$ cat src/rtl/pse_pkg.sv
`timescale 1ns / 1ps
// ----------------------------------------------------------------------------
// pse_pkg
// shared types, constants and byte helpers for the png stored-stream encoder
// ----------------------------------------------------------------------------
package pse_pkg;

    typedef enum logic
    {
        CMD_START = 1'b0,
        CMD_PIXEL = 1'b1
    } cmd_t;

    typedef struct packed
    {
        cmd_t       cmd;
        logic [7:0] ch0;
        logic [7:0] ch1;
        logic [7:0] ch2;
        logic [7:0] ch3;
    } item_t;

    localparam logic [1:0]  CFG_WIDTH  = 2'd0;
    localparam logic [1:0]  CFG_HEIGHT = 2'd1;
    localparam logic [1:0]  CFG_SWAP   = 2'd2;

    localparam logic [31:0] CRC_POLY   = 32'hEDB88320;
    localparam logic [31:0] CRC_ONES   = 32'hFFFFFFFF;
    localparam logic [31:0] IEND_CRC   = 32'hAE426082;
    localparam logic [16:0] ADLER_MOD  = 17'd65521;
    localparam logic [15:0] BLOCK_MAX  = 16'hFFFF;

    localparam int          IDX_W      = 6;
    localparam logic [5:0]  HDR_LAST   = 6'd42;
    localparam logic [5:0]  FIN_LAST   = 6'd19;
    localparam logic [2:0]  POS_LAST   = 3'd4;
    localparam logic [2:0]  BH_LAST    = 3'd4;

    function automatic logic [31:0] crc_byte(input logic [31:0] c, input logic [7:0] b);
        logic [31:0] r;
        r = c ^ {24'd0, b};
        for (int k = 0; k < 8; k++)
        begin
            r = (r >> 1) ^ (CRC_POLY & {32{r[0]}});
        end
        return r;
    endfunction

    function automatic logic [7:0] be_byte(input logic [31:0] w, input logic [1:0] k);
        logic [7:0] r;
        unique case (k)
            2'd0: r = w[31:24];
            2'd1: r = w[23:16];
            2'd2: r = w[15:8];
            2'd3: r = w[7:0];
            default: r = w[7:0];
        endcase
        return r;
    endfunction

    // fixed bytes of the file head: signature, ihdr length and type, ihdr tail,
    // idat type and zlib header
    function automatic logic [7:0] hdr_const(input logic [5:0] idx);
        logic [7:0] r;
        r = 8'd0;
        case (idx)
            6'd0:  r = 8'd137;
            6'd1:  r = 8'd80;
            6'd2:  r = 8'd78;
            6'd3:  r = 8'd71;
            6'd4:  r = 8'd13;
            6'd5:  r = 8'd10;
            6'd6:  r = 8'd26;
            6'd7:  r = 8'd10;
            6'd11: r = 8'd13;
            6'd12: r = "I";
            6'd13: r = "H";
            6'd14: r = "D";
            6'd15: r = "R";
            6'd24: r = 8'd8;
            6'd25: r = 8'd6;
            6'd37: r = "I";
            6'd38: r = "D";
            6'd39: r = "A";
            6'd40: r = "T";
            6'd41: r = 8'h78;
            6'd42: r = 8'h01;
            default: r = 8'd0;
        endcase
        return r;
    endfunction

    function automatic logic [7:0] iend_const(input logic [1:0] k);
        logic [7:0] r;
        unique case (k)
            2'd0: r = "I";
            2'd1: r = "E";
            2'd2: r = "N";
            2'd3: r = "D";
            default: r = "D";
        endcase
        return r;
    endfunction

endpackage

$ cat src/rtl/png_stored_stream_encoder_top.sv
`timescale 1ns / 1ps
// ----------------------------------------------------------------------------
// png_stored_stream_encoder_top
// rgba pixels in, png file bytes with an uncompressed zlib stream out
// ----------------------------------------------------------------------------
// usage
//   input channel in_valid/in_ready: command 0 starts a file, 1 carries a pixel
//   output channel out_valid/out_ready: one file byte per word, last_of_item
//   marks the final byte of each input word, file_done the final iend byte
//   config port: cfg_we with cfg_index 0 width, 1 height, 2 swap_red_blue
// byte counts and rate
//   a start gives 43 bytes, a pixel 4 to 10 bytes; the last pixel adds
//   20 tail bytes; the byte sequencer moves one byte per cycle while
//   out_ready is high, passing its idle state between items; an input
//   word goes through the skid register and the queue to the idle state;
//   a pixel with no frame gets its single error byte from that state
// reset
//   all queues empty, no frame active, width and height 1, no swap
// stall
//   the output register holds its byte while out_ready is low; the two-entry
//   queue and input skid stage keep taking words until they fill
// ----------------------------------------------------------------------------
module png_stored_stream_encoder_top
#(
    parameter int MAX_WIDTH  = 8192,
    parameter int MAX_HEIGHT = 8192
)
(
    input  logic        clk,
    input  logic        rst_n,
    input  logic        cfg_we,
    input  logic [1:0]  cfg_index,
    input  logic [13:0] cfg_data,
    input  logic        in_valid,
    output logic        in_ready,
    input  logic        command,
    input  logic [7:0]  first_channel,
    input  logic [7:0]  second_channel,
    input  logic [7:0]  third_channel,
    input  logic [7:0]  fourth_channel,
    output logic        out_valid,
    input  logic        out_ready,
    output logic [7:0]  out_byte,
    output logic        last_of_item,
    output logic        file_done,
    output logic        error
);
    import pse_pkg::*;

    logic [13:0] width_reg;
    logic [13:0] height_reg;
    logic        swap_reg;
    logic        push;
    item_t       push_item;
    logic        queue_full;
    logic        pop;
    logic        pop_valid;
    item_t       pop_item;

    always_ff @(posedge clk or negedge rst_n)
    begin
        if (!rst_n)
        begin
            width_reg  <= 14'd1;
            height_reg <= 14'd1;
            swap_reg   <= 1'b0;
        end
        else if (cfg_we)
        begin
            if (cfg_index == CFG_WIDTH)
            begin
                width_reg <= cfg_data;
            end
            if (cfg_index == CFG_HEIGHT)
            begin
                height_reg <= cfg_data;
            end
            if (cfg_index == CFG_SWAP)
            begin
                swap_reg <= cfg_data[0];
            end
        end
    end

    pse_front u_front
    (
        .clk            (clk),
        .rst_n          (rst_n),
        .in_valid       (in_valid),
        .in_ready       (in_ready),
        .command        (command),
        .first_channel  (first_channel),
        .second_channel (second_channel),
        .third_channel  (third_channel),
        .fourth_channel (fourth_channel),
        .swap_red_blue  (swap_reg),
        .push           (push),
        .push_item      (push_item),
        .queue_full     (queue_full)
    );

    pse_queue u_queue
    (
        .clk       (clk),
        .rst_n     (rst_n),
        .push      (push),
        .push_item (push_item),
        .full      (queue_full),
        .pop       (pop),
        .pop_valid (pop_valid),
        .pop_item  (pop_item)
    );

    pse_back
    #(
        .MAX_WIDTH  (MAX_WIDTH),
        .MAX_HEIGHT (MAX_HEIGHT)
    )
    u_back
    (
        .clk          (clk),
        .rst_n        (rst_n),
        .image_width  (width_reg),
        .image_height (height_reg),
        .pop_valid    (pop_valid),
        .pop_item     (pop_item),
        .pop          (pop),
        .out_valid    (out_valid),
        .out_ready    (out_ready),
        .out_byte     (out_byte),
        .last_of_item (last_of_item),
        .file_done    (file_done),
        .error        (error)
    );

endmodule

$ cat src/rtl/pse_front.sv
`timescale 1ns / 1ps
// ----------------------------------------------------------------------------
// pse_front
// input skid stage: takes words, orders the channels and hands them to the queue
// ----------------------------------------------------------------------------
module pse_front
(
    input  logic           clk,
    input  logic           rst_n,
    input  logic           in_valid,
    output logic           in_ready,
    input  logic           command,
    input  logic [7:0]     first_channel,
    input  logic [7:0]     second_channel,
    input  logic [7:0]     third_channel,
    input  logic [7:0]     fourth_channel,
    input  logic           swap_red_blue,
    output logic           push,
    output pse_pkg::item_t push_item,
    input  logic           queue_full
);
    import pse_pkg::*;

    logic  hold_valid_reg;
    logic  hold_valid_next;
    item_t hold_item_reg;
    item_t hold_item_next;
    logic  take;

    assign push     = hold_valid_reg && !queue_full;
    assign in_ready = !hold_valid_reg || !queue_full;
    assign take     = in_valid && in_ready;
    assign push_item = hold_item_reg;

    always_comb
    begin
        hold_valid_next = hold_valid_reg;
        hold_item_next  = hold_item_reg;
        if (push)
        begin
            hold_valid_next = 1'b0;
        end
        if (take)
        begin
            hold_valid_next    = 1'b1;
            hold_item_next.cmd = command ? CMD_PIXEL : CMD_START;
            hold_item_next.ch1 = second_channel;
            hold_item_next.ch3 = fourth_channel;
            // bgra input
            if (swap_red_blue)
            begin
                hold_item_next.ch0 = third_channel;
                hold_item_next.ch2 = first_channel;
            end
            else
            begin
                hold_item_next.ch0 = first_channel;
                hold_item_next.ch2 = third_channel;
            end
        end
    end

    always_ff @(posedge clk or negedge rst_n)
    begin
        if (!rst_n)
        begin
            hold_valid_reg <= 1'b0;
        end
        else
        begin
            hold_valid_reg <= hold_valid_next;
        end
    end

    always_ff @(posedge clk)
    begin
        hold_item_reg <= hold_item_next;
    end

endmodule

$ cat src/rtl/pse_queue.sv
`timescale 1ns / 1ps
// ----------------------------------------------------------------------------
// pse_queue
// two-entry queue between the front and the byte sequencer
// ----------------------------------------------------------------------------
module pse_queue
(
    input  logic           clk,
    input  logic           rst_n,
    input  logic           push,
    input  pse_pkg::item_t push_item,
    output logic           full,
    input  logic           pop,
    output logic           pop_valid,
    output pse_pkg::item_t pop_item
);
    import pse_pkg::*;

    item_t      slot_reg [2];
    logic       wr_ptr_reg;
    logic       wr_ptr_next;
    logic       rd_ptr_reg;
    logic       rd_ptr_next;
    logic [1:0] count_reg;
    logic [1:0] count_next;

    assign full      = (count_reg == 2'd2);
    assign pop_valid = (count_reg != 2'd0);
    assign pop_item  = slot_reg[rd_ptr_reg];

    always_comb
    begin
        wr_ptr_next = wr_ptr_reg ^ push;
        rd_ptr_next = rd_ptr_reg ^ pop;
        count_next  = count_reg + {1'b0, push} - {1'b0, pop};
    end

    always_ff @(posedge clk or negedge rst_n)
    begin
        if (!rst_n)
        begin
            wr_ptr_reg <= 1'b0;
            rd_ptr_reg <= 1'b0;
            count_reg  <= 2'd0;
        end
        else
        begin
            wr_ptr_reg <= wr_ptr_next;
            rd_ptr_reg <= rd_ptr_next;
            count_reg  <= count_next;
        end
    end

    always_ff @(posedge clk)
    begin
        if (push)
        begin
            slot_reg[wr_ptr_reg] <= push_item;
        end
    end

endmodule

$ cat src/rtl/pse_back.sv
`timescale 1ns / 1ps
// ----------------------------------------------------------------------------
// pse_back
// byte sequencer: file head, stored blocks, adler-32 and crc-32, file tail
// ----------------------------------------------------------------------------
module pse_back
#(
    parameter int MAX_WIDTH  = 8192,
    parameter int MAX_HEIGHT = 8192
)
(
    input  logic           clk,
    input  logic           rst_n,
    input  logic [13:0]    image_width,
    input  logic [13:0]    image_height,
    input  logic           pop_valid,
    input  pse_pkg::item_t pop_item,
    output logic           pop,
    output logic           out_valid,
    input  logic           out_ready,
    output logic [7:0]     out_byte,
    output logic           last_of_item,
    output logic           file_done,
    output logic           error
);
    import pse_pkg::*;

    localparam int WW    = $clog2(MAX_WIDTH + 1);
    localparam int HW    = $clog2(MAX_HEIGHT + 1);
    localparam int RAW_W = WW + HW + 2;
    localparam int DIM_W = (WW > 14) ? WW : 14;
    localparam int DIMH_W = (HW > 14) ? HW : 14;

    typedef enum logic [3:0]
    {
        ST_IDLE = 4'b0001,
        ST_HDR  = 4'b0010,
        ST_PIX  = 4'b0100,
        ST_FIN  = 4'b1000
    } state_t;

    state_t           state_reg,  state_next;
    logic [IDX_W-1:0] idx_reg,    idx_next;
    logic [2:0]       pos_reg,    pos_next;
    logic [2:0]       bh_reg,     bh_next;
    item_t            pix_reg,    pix_next;
    logic [WW-1:0]    fw_reg,     fw_next;
    logic [HW-1:0]    fh_reg,     fh_next;
    logic [WW-1:0]    col_reg,    col_next;
    logic [31:0]      crc_reg,    crc_next;
    logic [15:0]      alo_reg,    alo_next;
    logic [15:0]      ahi_reg,    ahi_next;
    logic [15:0]      blk_reg,    blk_next;
    logic [RAW_W-1:0] left_reg,   left_next;
    logic             active_reg, active_next;
    logic             ov_reg,     ov_next;
    logic [7:0]       ob_reg,     ob_next;
    logic             ol_reg,     ol_next;
    logic             od_reg,     od_next;
    logic             oe_reg,     oe_next;

    logic [RAW_W-1:0] raw_reg;
    logic [23:0]      q1_reg;
    logic [15:0]      lo_reg;
    logic [23:0]      nblk_reg;
    logic [31:0]      zlen_reg;

    logic        step;
    logic        emit;
    logic [7:0]  byte_c;
    logic        last_c;
    logic        done_c;
    logic        err_c;
    logic        crc_use;
    logic        crc_init;
    logic        is_bh;
    logic [39:0] left_ext;
    logic [15:0] len_c;
    logic [WW-1:0] fw_clamp;
    logic [HW-1:0] fh_clamp;
    logic [7:0]  raw_byte;
    logic [16:0] alo_sum;
    logic [15:0] alo_mod;
    logic [16:0] ahi_sum;
    logic [39:0] y_c;
    logic [24:0] s_c;
    logic [16:0] s2_c;

    assign step      = !ov_reg || out_ready;
    assign out_valid = ov_reg;
    assign out_byte  = ob_reg;
    assign last_of_item = ol_reg;
    assign file_done = od_reg;
    assign error     = oe_reg;

    // frame size, zero taken as one, saturated at the maximum
    always_comb
    begin
        if (image_width == 14'd0)
        begin
            fw_clamp = WW'(1);
        end
        else if (DIM_W'(image_width) > DIM_W'(MAX_WIDTH))
        begin
            fw_clamp = WW'(MAX_WIDTH);
        end
        else
        begin
            fw_clamp = WW'(image_width);
        end
        if (image_height == 14'd0)
        begin
            fh_clamp = HW'(1);
        end
        else if (DIMH_W'(image_height) > DIMH_W'(MAX_HEIGHT))
        begin
            fh_clamp = HW'(MAX_HEIGHT);
        end
        else
        begin
            fh_clamp = HW'(image_height);
        end
    end

    // idat length: raw bytes, stored block count by 65535, zlib framing
    assign y_c  = 40'(raw_reg) + 40'd65534;
    assign s_c  = 25'(q1_reg) + 25'(lo_reg);
    assign s2_c = 17'(s_c[24:16]) + 17'(s_c[15:0]);

    always_ff @(posedge clk)
    begin
        raw_reg  <= RAW_W'(fh_reg) * RAW_W'({fw_reg, 2'b00} + (WW + 2)'(1));
        q1_reg   <= y_c[39:16];
        lo_reg   <= y_c[15:0];
        nblk_reg <= q1_reg + 24'(s_c[24:16]) + 24'(s2_c >= 17'(BLOCK_MAX));
        zlen_reg <= 32'(40'(raw_reg) + 40'(nblk_reg) * 40'd5 + 40'd6);
    end

    assign left_ext = 40'(left_reg);
    assign len_c    = (left_ext > 40'(BLOCK_MAX)) ? BLOCK_MAX : left_reg[15:0];
    assign is_bh    = (blk_reg == 16'd0) || (bh_reg != 3'd0);

    always_comb
    begin
        unique case (pos_reg)
            3'd1:    raw_byte = pix_reg.ch0;
            3'd2:    raw_byte = pix_reg.ch1;
            3'd3:    raw_byte = pix_reg.ch2;
            3'd4:    raw_byte = pix_reg.ch3;
            default: raw_byte = 8'd0;
        endcase
    end

    assign alo_sum = 17'(alo_reg) + 17'(raw_byte);
    assign alo_mod = (alo_sum >= ADLER_MOD) ? 16'(alo_sum - ADLER_MOD) : alo_sum[15:0];
    assign ahi_sum = 17'(ahi_reg) + 17'(alo_mod);

    always_comb
    begin
        pop      = 1'b0;
        emit     = 1'b0;
        byte_c   = 8'd0;
        last_c   = 1'b0;
        done_c   = 1'b0;
        err_c    = 1'b0;
        crc_use  = 1'b0;
        crc_init = 1'b0;
        unique case (state_reg)
            ST_IDLE:
            begin
                pop = pop_valid && step;
                if (pop_valid && pop_item.cmd == CMD_PIXEL && !active_reg)
                begin
                    emit   = 1'b1;
                    err_c  = 1'b1;
                    last_c = 1'b1;
                end
            end
            ST_HDR:
            begin
                emit   = 1'b1;
                last_c = (idx_reg == HDR_LAST);
                priority if (idx_reg < 6'd12)
                begin
                    byte_c = hdr_const(idx_reg);
                end
                else if (idx_reg < 6'd16)
                begin
                    byte_c   = hdr_const(idx_reg);
                    crc_use  = 1'b1;
                    crc_init = (idx_reg == 6'd12);
                end
                else if (idx_reg < 6'd20)
                begin
                    byte_c  = be_byte(32'(fw_reg), 2'(idx_reg - 6'd16));
                    crc_use = 1'b1;
                end
                else if (idx_reg < 6'd24)
                begin
                    byte_c  = be_byte(32'(fh_reg), 2'(idx_reg - 6'd20));
                    crc_use = 1'b1;
                end
                else if (idx_reg < 6'd29)
                begin
                    byte_c  = hdr_const(idx_reg);
                    crc_use = 1'b1;
                end
                else if (idx_reg < 6'd33)
                begin
                    byte_c = be_byte(~crc_reg, 2'(idx_reg - 6'd29));
                end
                else if (idx_reg < 6'd37)
                begin
                    byte_c = be_byte(zlen_reg, 2'(idx_reg - 6'd33));
                end
                else
                begin
                    byte_c   = hdr_const(idx_reg);
                    crc_use  = 1'b1;
                    crc_init = (idx_reg == 6'd37);
                end
            end
            ST_PIX:
            begin
                emit    = 1'b1;
                crc_use = 1'b1;
                if (is_bh)
                begin
                    unique case (bh_reg)
                        3'd0:    byte_c = {7'd0, left_ext <= 40'(BLOCK_MAX)};
                        3'd1:    byte_c = len_c[7:0];
                        3'd2:    byte_c = len_c[15:8];
                        3'd3:    byte_c = ~len_c[7:0];
                        default: byte_c = ~len_c[15:8];
                    endcase
                end
                else
                begin
                    byte_c = raw_byte;
                    last_c = (pos_reg == POS_LAST) && (left_reg != RAW_W'(1));
                end
            end
            ST_FIN:
            begin
                emit   = 1'b1;
                last_c = (idx_reg == FIN_LAST);
                done_c = (idx_reg == FIN_LAST);
                priority if (idx_reg < 6'd4)
                begin
                    byte_c  = be_byte({ahi_reg, alo_reg}, idx_reg[1:0]);
                    crc_use = 1'b1;
                end
                else if (idx_reg < 6'd8)
                begin
                    byte_c = be_byte(~crc_reg, idx_reg[1:0]);
                end
                else if (idx_reg < 6'd12)
                begin
                    byte_c = 8'd0;
                end
                else if (idx_reg < 6'd16)
                begin
                    byte_c = iend_const(idx_reg[1:0]);
                end
                else
                begin
                    byte_c = be_byte(IEND_CRC, idx_reg[1:0]);
                end
            end
            default:
            begin
                emit = 1'b0;
            end
        endcase
    end

    always_comb
    begin
        state_next  = state_reg;
        idx_next    = idx_reg;
        pos_next    = pos_reg;
        bh_next     = bh_reg;
        pix_next    = pix_reg;
        fw_next     = fw_reg;
        fh_next     = fh_reg;
        col_next    = col_reg;
        crc_next    = crc_reg;
        alo_next    = alo_reg;
        ahi_next    = ahi_reg;
        blk_next    = blk_reg;
        left_next   = left_reg;
        active_next = active_reg;
        ov_next     = ov_reg && !out_ready;
        ob_next     = ob_reg;
        ol_next     = ol_reg;
        od_next     = od_reg;
        oe_next     = oe_reg;
        if (step)
        begin
            if (emit)
            begin
                ov_next = 1'b1;
                ob_next = byte_c;
                ol_next = last_c;
                od_next = done_c;
                oe_next = err_c;
            end
            if (emit && crc_use)
            begin
                crc_next = crc_byte(crc_init ? CRC_ONES : crc_reg, byte_c);
            end
            unique case (state_reg)
                ST_IDLE:
                begin
                    if (pop && pop_item.cmd == CMD_START)
                    begin
                        state_next  = ST_HDR;
                        idx_next    = '0;
                        fw_next     = fw_clamp;
                        fh_next     = fh_clamp;
                        alo_next    = 16'd1;
                        ahi_next    = 16'd0;
                        col_next    = '0;
                        blk_next    = 16'd0;
                        active_next = 1'b0;
                    end
                    else if (pop && active_reg)
                    begin
                        state_next = ST_PIX;
                        pix_next   = pop_item;
                        pos_next   = (col_reg == '0) ? 3'd0 : 3'd1;
                        bh_next    = 3'd0;
                    end
                end
                ST_HDR:
                begin
                    idx_next = idx_reg + 6'd1;
                    if (idx_reg == HDR_LAST)
                    begin
                        state_next  = ST_IDLE;
                        left_next   = raw_reg;
                        active_next = 1'b1;
                    end
                end
                ST_PIX:
                begin
                    if (is_bh)
                    begin
                        if (bh_reg == BH_LAST)
                        begin
                            bh_next  = 3'd0;
                            blk_next = len_c;
                        end
                        else
                        begin
                            bh_next = bh_reg + 3'd1;
                        end
                    end
                    else
                    begin
                        alo_next  = alo_mod;
                        ahi_next  = (ahi_sum >= ADLER_MOD) ? 16'(ahi_sum - ADLER_MOD)
                                                           : ahi_sum[15:0];
                        blk_next  = blk_reg - 16'd1;
                        if (left_reg != '0)
                        begin
                            left_next = left_reg - RAW_W'(1);
                        end
                        if (pos_reg == POS_LAST)
                        begin
                            col_next = ((col_reg + WW'(1)) >= fw_reg) ? '0
                                                                       : col_reg + WW'(1);
                            if (left_reg == RAW_W'(1))
                            begin
                                state_next = ST_FIN;
                                idx_next   = '0;
                            end
                            else
                            begin
                                state_next = ST_IDLE;
                            end
                        end
                        else
                        begin
                            pos_next = pos_reg + 3'd1;
                        end
                    end
                end
                ST_FIN:
                begin
                    idx_next = idx_reg + 6'd1;
                    if (idx_reg == FIN_LAST)
                    begin
                        state_next  = ST_IDLE;
                        active_next = 1'b0;
                    end
                end
                default:
                begin
                    state_next = ST_IDLE;
                end
            endcase
        end
    end

    always_ff @(posedge clk or negedge rst_n)
    begin
        if (!rst_n)
        begin
            state_reg  <= ST_IDLE;
            idx_reg    <= '0;
            pos_reg    <= 3'd0;
            bh_reg     <= 3'd0;
            fw_reg     <= WW'(1);
            fh_reg     <= HW'(1);
            col_reg    <= '0;
            crc_reg    <= CRC_ONES;
            alo_reg    <= 16'd1;
            ahi_reg    <= 16'd0;
            blk_reg    <= 16'd0;
            left_reg   <= '0;
            active_reg <= 1'b0;
            ov_reg     <= 1'b0;
        end
        else
        begin
            state_reg  <= state_next;
            idx_reg    <= idx_next;
            pos_reg    <= pos_next;
            bh_reg     <= bh_next;
            fw_reg     <= fw_next;
            fh_reg     <= fh_next;
            col_reg    <= col_next;
            crc_reg    <= crc_next;
            alo_reg    <= alo_next;
            ahi_reg    <= ahi_next;
            blk_reg    <= blk_next;
            left_reg   <= left_next;
            active_reg <= active_next;
            ov_reg     <= ov_next;
        end
    end

    always_ff @(posedge clk)
    begin
        pix_reg <= pix_next;
        ob_reg  <= ob_next;
        ol_reg  <= ol_next;
        od_reg  <= od_next;
        oe_reg  <= oe_next;
    end

endmodule

$ cat config.mk
export PLATFORM = sky130hd
export DESIGN_NAME = png_stored_stream_encoder_top
export DESIGN_NICKNAME = d
export VERILOG_FILES = /design/src/rtl/pse_pkg.sv /design/src/rtl/png_stored_stream_encoder_top.sv /design/src/rtl/pse_front.sv /design/src/rtl/pse_queue.sv /design/src/rtl/pse_back.sv
export SDC_FILE = /design/constraint.sdc
export NUM_CORES = 2
export LEC_CHECK = 0
export ABC_AREA = 1
export BUFFER_PORTS_ARGS = -buffer_cell sky130_fd_sc_hd__buf_4
export CAP_MARGIN = 20
export CORE_MARGIN = 1.5
export CORE_UTILIZATION = 31
export CTS_CLUSTER_DIAMETER = 120
export CTS_CLUSTER_SIZE = 20
export DETAILED_ROUTE_END_ITERATION = 10
export SKIP_LAST_GASP = 1
export SYNTH_ARGS = -nofsm -noshare
export SYNTH_HDL_FRONTEND = slang
export SYNTH_SLANG_ARGS = --single-unit
$ cat constraint.sdc
create_clock -name clk -period 7.5 [get_ports clk]
set_input_delay 1.5 -clock clk [delete_from_list [all_inputs] [get_ports clk]]
set_output_delay 1.5 -clock clk [all_outputs]
set_load 0.01 [all_outputs]
## After elaboration in Yosys (flattened, before gate mapping)

Memories as Yosys holds them, arrays and structs flattened.
Cells that the tools add are included.

- Memories: 5
- Logic and storage cells: 317
- Output and inout bits: 13
- Input bits: 54
- Register bits after elaboration: 406
- Memory bits (writable): 66
- Bits in read-only memories: 2048

- Eq/ne operators: 49
- $add $sub $neg: 24
- Reductions and logical operators: 57
- Multipliers: 2
- Muxes and demuxes: 108
- $lt $le $gt $ge: 17
- Bitwise gates (word level): 16

Memories:

| name | depth | width | read ports | clocked after memory_dff | wr ports | line | source |
|---|---|---|---|---|---|---|---|
| (no name shown) | 64 | 8 | 1 | 0 | 0 | pse_pkg.sv:66 | `case (idx)` |
| (no name shown) | 64 | 8 | 1 | 0 | 0 | pse_pkg.sv:66 |  |
| (no name shown) | 64 | 8 | 1 | 0 | 0 | pse_pkg.sv:66 |  |
| (no name shown) | 64 | 8 | 1 | 0 | 0 | pse_pkg.sv:66 |  |
| u_queue.slot_reg | 2 | 33 | 1 | 0 | 1 | pse_queue.sv:19 | `item_t slot_reg [2];` |

Operator list:

| kind | count |
|---|---|
| 8-bit case mux with 4 select lines | 8 |
| 31-bit by 32-bit XOR with 32-bit output | 8 |
| 16-bit two-way mux | 9 |
| 14-bit two-way mux | 8 |
| 8-bit two-way mux | 14 |
| 16-bit case mux with 2 select lines | 3 |
| 30-bit two-way mux | 3 |
| 8-bit case mux with 3 select lines | 3 |
| 30-bit case mux with 2 select lines | 1 |
| 17-bit by 16-bit greater-or-equal comparator with 1-bit output (second input constant) | 3 |
| 14-bit zero test | 3 |
| 32-bit by 3-bit adder with 32-bit output (second input constant) | 1 |
| 32-bit two-way mux | 1 |
| 32-bit inverter | 1 |
| 16-bit subtractor (second input constant) | 2 |
| 32-bit by 8-bit XOR with 32-bit output | 1 |
| 30-bit by 16-bit adder with 31-bit output (second input constant) | 1 |
| 30-bit by 27-bit adder with 31-bit output | 1 |
| 30-bit by 1-bit equality test with 1-bit output (second input constant) | 1 |
| 30-bit by 16-bit greater-than comparator with 1-bit output (second input constant) | 1 |
| 30-bit by 16-bit <= comparator with 1-bit output (second input constant) | 1 |
| 14-bit by 30-bit multiplier with 30-bit output | 1 |
| 1-bit two-way mux | 30 |
| 30-bit by 1-bit inequality test with 1-bit output (second input constant) | 1 |
| 67 further kinds | 167 |

## Depth between registers and ports, before layout

- Word-level depth: 20
- Depth in mapped cells: 54
- Gate-level depth less buffers: 51

## By module

A second synthesis with hierarchy kept.

- Cell total of the unflattened synthesis: 4480
- Area total of the unflattened synthesis: 35372.7 um^2

Modules (own cells, without submodules):

| module | area an instance (um^2) | cells each | sequential area each (um^2) | times used |
|---|---|---|---|---|
| pse_back | 30168.9 | 4061 | 7772.5 | 1 |
| pse_queue | 2668.8 | 196 | 2082.0 | 1 |
| pse_front | 1323.8 | 92 | 1016.0 | 1 |
| png_stored_stream_encoder_top | 1211.2 | 131 | 728.2 | 1 |

## Worst setup path before layout

No wires, ideal clock.

- Path type: reg-to-reg
- Start: register u_back.fh_reg[4]
- End: register u_back.raw_reg[27]
- Data required time: 7.377 ns
- Buffers on the path: 2
- Setup time: 0.123 ns
- Clock period less this slack: 6.211 ns
- Cell stages (with the launch flop): 25
- Arrival: 6.088 ns
- Slack: 1.289 ns
- Path through: dfrtp_1 clkbuf_1 clkbuf_1 nand2_1 fa_1 inv_1 fa_1 inv_1 fa_1 inv_1 fa_1 fa_1 fa_1 ha_1 a21oi_1 o21ai_1 a21oi_1 o21ai_1 a21oi_1 o21ai_1 a21boi_0 o21ai_1 a21boi_0 o21ai_1 xor2_1

- Cells in the longest elaborated chain, start to end: 1

RTL lines:

| element | line | source |
|---|---|---|
| from (decl) | pse_back.sv:48 | `logic [HW-1:0] fh_reg, fh_next;` |
| from (signal assigned) | pse_back.sv:432 | `fh_reg <= fh_next;` |
| 14-bit by 30-bit multiplier with 30-bit output | pse_back.sv:132 | `raw_reg <= RAW_W'(fh_reg) * RAW_W'({fw_reg, 2'b00} + (WW + 2)'(1));` |
| to (signal assigned) | pse_back.sv:132 |  |
| to (decl) | pse_back.sv:62 | `logic [RAW_W-1:0] raw_reg;` |

No other way between the ends.
A chain may end at the register's enable or synchronous reset.

## Final worst setup path

- Start: register u_back.pos_reg[2]
- End: register u_back.ahi_reg[6]

- Cells in the longest elaborated chain, start to end: 10
- Elaborated cells between the ends (all ways): 15
- Classes of those cells: 4 x add/sub; 2 x order compare; 4 x eq/ne; 5 x mux

RTL lines:

| element | line | source |
|---|---|---|
| from (decl) | pse_back.sv:44 | `logic [2:0] pos_reg, pos_next;` |
| from (signal assigned) | pse_back.sv:429 | `pos_reg <= pos_next;` |
| 3-bit equality test, or another cell as far along | pse_back.sv:145 | `unique case (pos_reg)` |
| 8-bit case mux with 4 select lines * | pse_back.sv:145 |  |
| 16-bit by 8-bit adder with 17-bit output * | pse_back.sv:154 | `assign alo_sum = 17'(alo_reg) + 17'(raw_byte);` |
| 16-bit subtractor or 17-bit by 16-bit greater-or-equal comparator with 1-bit output (tied branches) | pse_back.sv:155 | `assign alo_mod = (alo_sum >= ADLER_MOD) ? 16'(alo_sum - ADLER_MOD) : alo_sum[15:0];` |
| 16-bit two-way mux * | pse_back.sv:155 |  |
| 16-bit by 16-bit adder with 17-bit output * | pse_back.sv:156 | `assign ahi_sum = 17'(ahi_reg) + 17'(alo_mod);` |
| 16-bit subtractor or 17-bit by 16-bit greater-or-equal comparator with 1-bit output (tied branches) | pse_back.sv:362 | `ahi_next = (ahi_sum >= ADLER_MOD) ? 16'(ahi_sum - ADLER_MOD)` |
| 16-bit two-way mux * | pse_back.sv:362 |  |
| 16-bit two-way mux * | pse_back.sv:347 | `if (is_bh)` |
| 16-bit case mux with 2 select lines * | pse_back.sv:312 | `unique case (state_reg)` |
| to (signal assigned) | pse_back.sv:436 | `ahi_reg <= ahi_next;` |
| to (decl) | pse_back.sv:52 | `logic [15:0] ahi_reg, ahi_next;` |

Every way passes the cells marked *; elsewhere a longest branch is shown, timed or not. The select of a mux whose other input is x is not followed.

==> impl_metrics.toml <==
[critical_path]
slowest_delay_ns = 0.45
end_kind = "flop"
crit_family = "simple AND/OR/NAND/NOR gates"
cpMaxStageDelayCell = "dfrtp_1"
arrival_ns = 7.29
crit_fanout = 17
critPathBufInv = 5
critPathLaunch = "u_back.pos_reg[2]$_DFFE_PN0P_"
reg2reg_from = "u_back.pos_reg[2]$_DFFE_PN0P_"
critical_path_class = "flop to flop"
crit_path_start_kind = "flop"
path_common_cell = "nand2_1"
required_ns = 8.00

[floorplanning]
dieArea_um2 = 114000
start_util = 0.312
io_pins = 67
fp.coreArea_um2 = 111000
die_w_um = 337
rows = 122
die_h_um = 337

[global_route]
grt_pass1_wl_um = 155000
grt_max_degree = 131
antenna_found_initial = 0
grt_pass1_vias = 27677
grt_util_all_layers = 0.172
grt_overflow = 0

[cts]
root_buffer = "clkbuf_16"
cts-hold-fix-buffers = 0
cts_max_path_buffers = 3
clk_pin_slew_ns = 0.09
cts_made_buffers = 27
cts_sinks = 455
cts_max_level = 1
clock_latency_ns = 0.61
cts_tree = "built"

[sta]
whs_ns = 0.450
fin_setup_tns_ns = 0
worst_slew_pin_slew_ns = 1.27
period_needed_ns = 6.79
hold_viol_final = 0
max_freq_ghz = 0.147
maxSlewHeadroom = 0.144
finClkSkew_ns = 0.0272
rsz0062_at_grt = "false"
slew_viol_final = 0
fin_crit_sh = 0.906
setup_viol = 0

[placed_design]
post-dp-hpwl_um = 75900
placedInstanceArea_um2 = 36700
gp_congestion = 0.910
place_inst = 5843
io_buffers = 66

[layout]
final_area_um2 = 37500
stdcell_count = 5895
largest_reg_flops = 66
fillCellCount = 11586
drive_above_1_share = 0.0699
nNetsFinal = 4841
n_antenna_cell = 0
syn_to_final_growth_pct = 8.59

[logic_synthesis]
synth_top_cell_by_area = "edfxtp_1"
synthCells = 4382
ys_top_cells_by_count = "nand2_1, inv_1, nor2_1"
synthMuxAreaShare = 0.0110
yosysSeqAreaShare = 0.335
yosys.area_share.simple = 0.217
synth_compound_area_frac = 0.103
ys.flop_type = "dfrtp_1"
synthAdderAreaFrac = 0.181
yosysTopAreaCellShare = 0.123
synth_top_family_by_area = "simple AND/OR/NAND/NOR gates"
ys_types = 71
yosys_warnings = 0
syn_nets = 4834
synthXorXnorAreaFrac = 0.0537
synthArstFlopShare = 0.448
syn_area_um2 = 34600
synth_area_leaders = "edfxtp_1, dfrtp_1, nand2_1"
synth.most_common_cell = "nand2_1"
syn_avg_cell_area_um2 = 7.89
ys_ff_latch = 455
synth_edf_count = 142

[routing]
vias_per_cell = 4.83
ant_nets = 0
dr.pass1.iters = 6
drtIter0Drc = 2173
drcViolationCount = 0
wl_per_cell_um = 16.7
wl_um = 98400
vias = 28487

[min_path]
hp-class = "flop to flop"
min_from = "u_front.push_item[27]$_DFFE_PP_"

[run]
drv_cap = 0

[run_status]
outcome = "finished, final reports clean"

[power]
p_leak_nw = 18.3
power_density_nw_per_um2 = 458
ir_drop_mv = 0.265
[timing repair]
item                                    in CTS  in global routing
setup buffers                                0                  2
gates resized for setup                      0                  9
endpoints found under the setup margin       0                 16
[routing by layer]
metal / share of wire / vias up / global-route usage / wire (um)
met4: 0.024 / 0 / 0.0413 / 2390
met3: 0.055 / 136 / 0.0184 / 5390
met5: 0 / - / 0 / 0
met2: 0.46 / 775 / 0.285 / 45400
met1: 0.46 / 13564 / 0.240 / 45200
li1: - / 14012 / - / -
[kinds of logic after synthesis]
logic type	after synthesis
AND/OR/NAND/NOR	1764
buffers and inverters	894
AO/OA/AOI/OAI	625
flip-flops	455
adder cells (fa/ha/maj)	398
XOR/XNOR	211
multiplexers	34
other	1
[area by class of cell]
cell class	instances	area (um^2)	area share
multi-input combinational	3034	19600	0.522
sequential	455	11600	0.309
inverter	769	2890	0.0770
tap	1488	1860	0.0496
timing repair buffer	101	811	0.0216
clock buffer	44	739	0.0197
clock inverter	3	31.3	0.000833
timing repair inverter	1	5.00	0.000133
[worst paths after layout]
| kind | endpoint | slack (ns) | cells after the start |
|---|---|---|---|
| worst max register to register | u_back.ahi_reg[6]$_DFFE_PN0P_ | 0.71 | 36 |
| worst max-delay path | u_back.ahi_reg[6]$_DFFE_PN0P_ | 0.71 | 36 |
| worst min-delay path | u_queue.slot_reg[0][27]$_DFFE_PP_ | 0.45 | 0 |
| worst min register to register | u_queue.slot_reg[0][27]$_DFFE_PP_ | 0.45 | 0 |
| min in group asynchronous | u_back.bh_reg[2]$_DFFE_PN0P_ | 0.92 | 1 |
| max in group asynchronous | height_reg[11]$_DFFE_PN0P_ | 5.40 | 2 |
[placed cells by master, fill, tap and decap left out, drive strengths merged, types with 3 or more instances in the layout]
master      n
nand2    1087
inv       767
nor2      301
o21ai     276
nand3     235
ha        227
a21oi     184
xor2      181
fa        171
dfrtp     166
edfxtp    142
dfxtp     109
buf       101
nor3       59
nand4      49
clkbuf     44
dfstp      38
o22ai      37
mux2       32
xnor2      30
o211ai     27
nor4       18
o221ai     17
o21bai     11
a22o        9
o21a        8
a21boi      8
a211oi      6
o31ai       6
a22oi       6
a21o        5
a221oi      5
nand3b      4
a41oi       4
a31oi       4
or2         4
clkinv      4
and2        3
o2111ai     3
[per-stage QoR]
step / total power [mW] / util / setup slack (ns)
floorplan: 12.5 / - / 1.29
global placement: 15.5 / 0.331 / 0.703
detailed placement: 15.6 / 0.331 / 0.452
CTS: 17.3 / 0.338 / 0.432
global route: 19.0 / 0.339 / 0.0361
finish: 17.2 / 0.339 / 0.708
[report_power, final]
part           internal (mW)  leakage [nW]  total [mW]  switching (mW)
combinational           3.85          13.1        10.9            7.07
clock                  0.683         0.369        1.56           0.881
sequential              3.68          4.81        4.70            1.02
total                   8.21          18.3        17.2            8.98
Power figures use the tool's default switching activity.
